File: src/sv/fbfl_pkg.sv
// Shared types and constants of the fixed block free list allocator.
package fbfl_pkg;

    localparam int MAX_BLOCKS   = 1024;
    localparam int ADDRESS_BITS = 32;

    localparam int IDX_W    = $clog2(MAX_BLOCKS);
    localparam int LINK_W   = IDX_W + 1;
    localparam int POOL_W   = 11;
    localparam int CMP_W    = (LINK_W > POOL_W) ? LINK_W : POOL_W;
    localparam int BYTES_W  = 16;
    localparam int BASE_W   = 32;
    localparam int PROD_W   = IDX_W + BYTES_W;
    localparam int SUM_W    = ((PROD_W > BASE_W) ? PROD_W : BASE_W) + 1;
    localparam int ADDR_KEEP = (ADDRESS_BITS < SUM_W) ? ADDRESS_BITS : SUM_W;

    localparam int BINDEX_W = 10;
    localparam int GADDR_W  = 32;
    localparam int CFG_IDX_W = 2;
    localparam int CFG_DATA_W = 32;

    localparam logic [LINK_W-1:0] LINK_END = LINK_W'(MAX_BLOCKS);
    localparam logic [POOL_W-1:0] POOL_RESET =
        (MAX_BLOCKS <= 2047) ? POOL_W'(MAX_BLOCKS) : POOL_W'(2047);
    localparam logic [BYTES_W-1:0] BYTES_RESET = BYTES_W'(64);

    localparam logic [CFG_IDX_W-1:0] CFG_POOL_BASE   = CFG_IDX_W'(0);
    localparam logic [CFG_IDX_W-1:0] CFG_BLOCK_BYTES = CFG_IDX_W'(1);
    localparam logic [CFG_IDX_W-1:0] CFG_POOL_BLOCKS = CFG_IDX_W'(2);

    localparam logic ACT_ALLOC = 1'b0;
    localparam logic ACT_FREE  = 1'b1;

    typedef enum logic [1:0] {
        STATUS_OK      = 2'd0,
        STATUS_EMPTY   = 2'd1,
        STATUS_OUTSIDE = 2'd2
    } t_status;

    typedef enum logic [1:0] {
        S_IDLE = 2'b01,
        S_EXEC = 2'b10
    } t_state;

    typedef struct packed {
        logic              we;
        logic [IDX_W-1:0]  addr;
        logic [LINK_W-1:0] data;
    } t_ram_wr;

endpackage

File: src/sv/fbfl_clear.sv
// Rebuild sweep: writes the descending chain into the link memory.
module fbfl_clear (
    input  logic              i_clk,
    input  logic              i_rst_n,
    input  logic              i_start,
    output logic              o_busy,
    output fbfl_pkg::t_ram_wr o_wr
);

    logic                       r_busy;
    logic [fbfl_pkg::IDX_W-1:0] r_cnt;
    logic                       n_busy;
    logic [fbfl_pkg::IDX_W-1:0] n_cnt;

    always_comb begin
        n_busy = r_busy;
        n_cnt  = r_cnt;
        if (i_start) begin
            n_busy = 1'b1;
            n_cnt  = '0;
        end else if (r_busy) begin
            n_cnt = r_cnt + 1'b1;
            if (r_cnt == fbfl_pkg::IDX_W'(fbfl_pkg::MAX_BLOCKS - 1)) begin
                n_busy = 1'b0;
            end
        end
    end

    always_ff @(posedge i_clk) begin
        if (!i_rst_n) begin
            r_busy <= 1'b1;
            r_cnt  <= '0;
        end else begin
            r_busy <= n_busy;
            r_cnt  <= n_cnt;
        end
    end

    // entry zero ends the chain, every other entry links one below
    always_comb begin
        o_wr.we   = r_busy;
        o_wr.addr = r_cnt;
        o_wr.data = (r_cnt == '0) ? fbfl_pkg::LINK_END
                                  : fbfl_pkg::LINK_W'(r_cnt) - 1'b1;
    end

    assign o_busy = r_busy;

endmodule

File: config.mk
export PLATFORM = sky130hd
export DESIGN_NAME = fbfl_clear
export DESIGN_NICKNAME = d
export VERILOG_FILES = /design/src/sv/fbfl_pkg.sv /design/src/sv/fbfl_clear.sv
export SDC_FILE = /design/constraint.sdc
export NUM_CORES = 1
export LEC_CHECK = 0
export BUFFER_PORTS_ARGS = -buffer_cell sky130_fd_sc_hd__buf_2
export CORE_MARGIN = 1.5
export CORE_UTILIZATION = 53
export CTS_CLUSTER_SIZE = 40
export DETAILED_ROUTE_END_ITERATION = 12
export GPL_TIMING_DRIVEN = 0
export PLACE_DENSITY = 0.86
export SLEW_MARGIN = 20
export SYNTH_ARGS = -nofsm -noshare
export SYNTH_HDL_FRONTEND = slang
export SYNTH_SLANG_ARGS = --single-unit
File: constraint.sdc
create_clock -name i_clk -period 3 [get_ports i_clk]
set_input_delay 0.3 -clock i_clk [delete_from_list [all_inputs] [get_ports i_clk]]
set_output_delay 0.3 -clock i_clk [all_outputs]
set_load 0.02 [all_outputs]
Yosys cells after proc, flatten, opt, wreduce, memory -nomap -nowiden
Index checks and enable logic that the tools add are counted.

Bits in registers: 11. Input bits: 3. Output and inout port bits: 23. Word-level logic and storage cells: 11.

Add/subtract/negate cells: 2. Equality and inequality tests: 1. Multiplexer cells: 3. Bitwise operators: 1. Reductions and logical operators: 2.

Operators with widths (count): two-way mux 11 bit (1); subtractor 10 x 1 -> 11 bit (second input constant) (1); adder 10 x 1 -> 10 bit (second input constant) (1); == test 10 bit (second input constant) (1); zero test 10 bit (1); two-way mux 1 bit (2); OR reduction 2 bit (1); NOT 1 bit (1).

Depth between registers and ports, before layout
Word-level depth: 3. Depth in mapped cells: 6. Gate-level depth less buffers: 5.

Worst setup path before layout
OpenSTA, ideal clock, no wires.

Path kind: flip-flop to output port. Start point: register r_cnt[0] (netlist name). End point: output port o_wr[5] (netlist name). Arrival time: 1.757 ns. Data required time: 2.700 ns. Slack: 0.943 ns. Stages on the path, launching flop included: 7. Path buffers: 1. Path through: dfxtp_1 > clkbuf_2 > inv_1 > ha_1 > nor2b_1 > a2111oi_0 > mux2_2.

RTL lines: from (decl) (line fbfl_clear.sv:11) `logic [fbfl_pkg::IDX_W-1:0] r_cnt;`; from (signal assigned) (line fbfl_clear.sv:35) `r_cnt <= n_cnt;`; to (decl) (line fbfl_clear.sv:7) `output fbfl_pkg::t_ram_wr o_wr`.

==> summary.md <==
| Metric | Value |
|---|---|
| Register area share after synthesis | `26.5%` |
| Critical path type | `register to output pin` |
| Final worst path period need | `2.45 ns` |
| Yosys reg bits | `11` |
| Post-DR vias/cell | `around 5.6` |
| # DRC | `0` |
| Power per cell area | `323 nW/um^2` |
| Clk slew on worst S/H paths | `0.07 ns` |
| Clock skew | `between 0.0015 and 0.002 ns` |
| Setup Buffers After CTS | `0` |
| Slew @ Worst Pin | `0.616 ns` |
| Num rows | `14` |
| Core area | `1490 um^2` |
| Mapped Cells | `97` |
| Max Cap Violations | `0` |
| Most frequent cell after synthesis | `nor2_1` |
| Drt wl/cell | `12.4 um` |
| Multi-input gate area | `518 um^2` |
| Worst path cell trace | `clkbuf_2, inv_1, ha_1, nor2b_1, a2111oi_0, mux2_2, buf_2` |
| Reg2reg path depth | `4` |
| CP Capture Type | `output pin` |
| Pre-antenna DRT Iters | `4` |
| Buf+Inv Stages, Crit Path | `3` |
| Hold_sp | `i_start` |
| PnR Total Power | `about 320 uW` |
| Placed cell count | `138` |
| Final setup viols | `0` |
| Max IR drop VDD | `0.243 mV` |
| Slew HR | `58.6%` |
| Die width | `42.6 um` |
| GRT overflow | `0` |
| Reg-to-Reg Start | `r_cnt[1]` |
| Hold WC Path Type | `input port to register` |
| H-tree levels | `1` |
| Syn nets | `around 100` |
| Fill count | `136` |
| Antenna fix cells | `0` |
| Yosys top cell area share | `26.5%` |
| CP peak stage delay | `between 0.4 and 0.5 ns` |
| Worst-path fanout max | `7` |
| DRT Wirelength | `1.77 mm` |
| Placer Congestion | `0.806` |
| Clk buf depth | `2` |
| Cts repair resizes | `0` |
| Final Cycle Share | `81.7%` |
| Final-stage net count | `133` |
| Async set-reset flop share out of synthesis | `0%` |
| Hold Fails Final Rpt | `0` |
| Synthesis warning total | `0` |
| DRT antenna net count | `0` |
| Post-Syn Area | `between 800 and 900 um^2` |
| FF+latch area | `220 um^2` |
| Synth cell types | `35` |
| FF-to-FF End | `r_cnt[8]` |
| Slew Limit Fails | `0` |
| Area Overhead vs Synth | `20.6%` |
| CTS tree | `yes` |
| Die Y | `42.6 um` |
| Setup repair after global routing missed its margin | `false` |
| Number of global-route vias before repair | `718` |
| Overall routing resource usage | `~22%` |
| Fin cells | `142` |
| Initial Util | `55.8%` |
| Top area cells in the synthesized netlist | `dfxtp_1 27%, nor2_1 6.3%, mux2_2 5.4%` |
| Hold_buf cts | `0` |
| Critical path's slowest cell | `a2111oi_0` |
| Status | `complete, no violations` |
| Root Driver | `clkbuf_4` |
| Utilization after layout | `67.3%` |
| Pin count of the biggest net entering global routing | `11` |
| Fraction of layout instances using a drive strength above 1 | `a little over a third` |
| Ys flop type | `dfxtp_1` |
| Number of antenna violations at the first check in global routing | `0` |
| Skew-Pair Late Insertion Delay | `0.27 ns` |
| Max Fclk | `around 0.41 GHz` |
| Global-route wire length before repair | `3.04 mm` |
| Number of synthesized flops with an enable pin | `0` |
| Hold WS | `around 0.32 ns` |
| Hold-critical path depth | `3` |
| I/O pin total | `26` |
| Initial DRC count | `7` |
| Pleak | `0.000446 uW` |
| Most instantiated cells after synthesis | `14 x nor2_1, 11 x dfxtp_1, 8 x a21oi_1` |
| Detailed Place HPWL | `1.32 mm` |
| # clock sinks | `11` |
| CTS buffer count | `3` |
| Vias | `793` |
| Crit path max-delay family | `buffers and inverters` |
| Synth Area per Inst | `8.56 um^2` |
| R2r setup slk | `1.40 ns` |
| Synth area leader | `dfxtp_1` |
| Die footprint | `1810 um^2` |
| Critical path data arrival time | `2.15 ns` |
| Critical Path RT | `approximately 2.7 ns` |
| Setup crit start kind | `register` |
| Port bufs | `25` |
| Hold path endpoint | `o_busy` |
| Total Neg Setup Slack | `0 ns` |
==> flip-flops by register name, indices dropped and copies added (netlist names) <==
register  count
r_cnt        10
o_busy        1
==> per-stage QoR <==
step	setup slack, ns	instance area, um^2
4_1_cts	0.548	1000
3_3_place_gp	0.940	976
3_5_place_dp	0.864	976
2_1_floorplan	0.943	831
5_1_grt	0.283	1000
6_report	0.549	1000
==> report_power, final <==
part | leakage, uW | switching, uW | internal (uW)
Clock | 0.0000150 | 51.5 | 51.6
Sequential | 0.0000889 | 1.95 | 147
Combinational | 0.000342 | 41.3 | 29.9
==> kinds of logic (layout without fill, tap and decap cells) <==
family          count (synthesis)  in the layout  share of synthesized area (%)
simple gates                   42             42                           30.6
compound gates                 17             17                           13.3
buf+inv                        12             41                           11.1
flops                          11             11                           26.5
xor+xnor                        7              7                           7.38
mux                             5              5                           6.63
fa+ha+maj                       3              3                           4.52
==> layout by cell type, fill, tap and decap left out, types with 2 or more instances in the layout <==
| cell type | netlist | layout |
|---|---|---|
| clkbuf_4 | 0 | 3 |
| nor2_1 | 14 | 14 |
| buf_4 | 2 | 2 |
| ha_1 | 3 | 3 |
| clkbuf_8 | 3 | 3 |
| or4_1 | 3 | 3 |
| or3_1 | 2 | 2 |
| and3_1 | 2 | 2 |
| clkbuf_2 | 2 | 2 |
| mux2_2 | 4 | 4 |
| dfxtp_1 | 11 | 11 |
| a21oi_1 | 8 | 8 |
| xor2_1 | 3 | 3 |
| inv_1 | 4 | 4 |
| xnor2_1 | 4 | 4 |
| nand2_1 | 4 | 4 |
| o31ai_1 | 3 | 3 |
| nand3_1 | 4 | 4 |
| o21ai_0 | 2 | 2 |
| nor3_1 | 3 | 3 |
| buf_2 | 0 | 25 |
==> metal layers <==
metal	track usage (%)	wire [um]	part of all wire, %
met4	11.3	20	1.1
met1	28.0	800	45
met2	34.2	876	50
met5	0	0	0
met3	3.88	69	3.9
==> worst register-to-register path, cell delays in order, from the launching register on <==
cell	delay [ns]
dfxtp_1	0.53
ha_1	0.29
nand2_1	0.11
or4_1	0.47
a21oi_1	0.14
==> how the worst max path moves through the flow <==
stage	from	to	cells past startpoint
floorplan	r_cnt[0]	o_wr[5]	6
global placement	r_cnt[0]	o_wr[5]	7
detailed placement	r_cnt[0]	o_wr[5]	7
CTS	r_cnt[0]	o_wr[5]	7
global route	r_cnt[0]	o_wr[5]	7
finish	r_cnt[0]	o_wr[5]	7
==> final cells by class <==
type | count | area share, %
timing repair buffer | 25 | 12.5
tap | 16 | 2.00
multi-input combinational | 74 | 51.7
sequential | 11 | 22.0
buffer | 8 | 7.74
inverter | 4 | 1.50
clock buffer | 4 | 2.62
No activity file was read; power rests on OpenSTA's default activity.
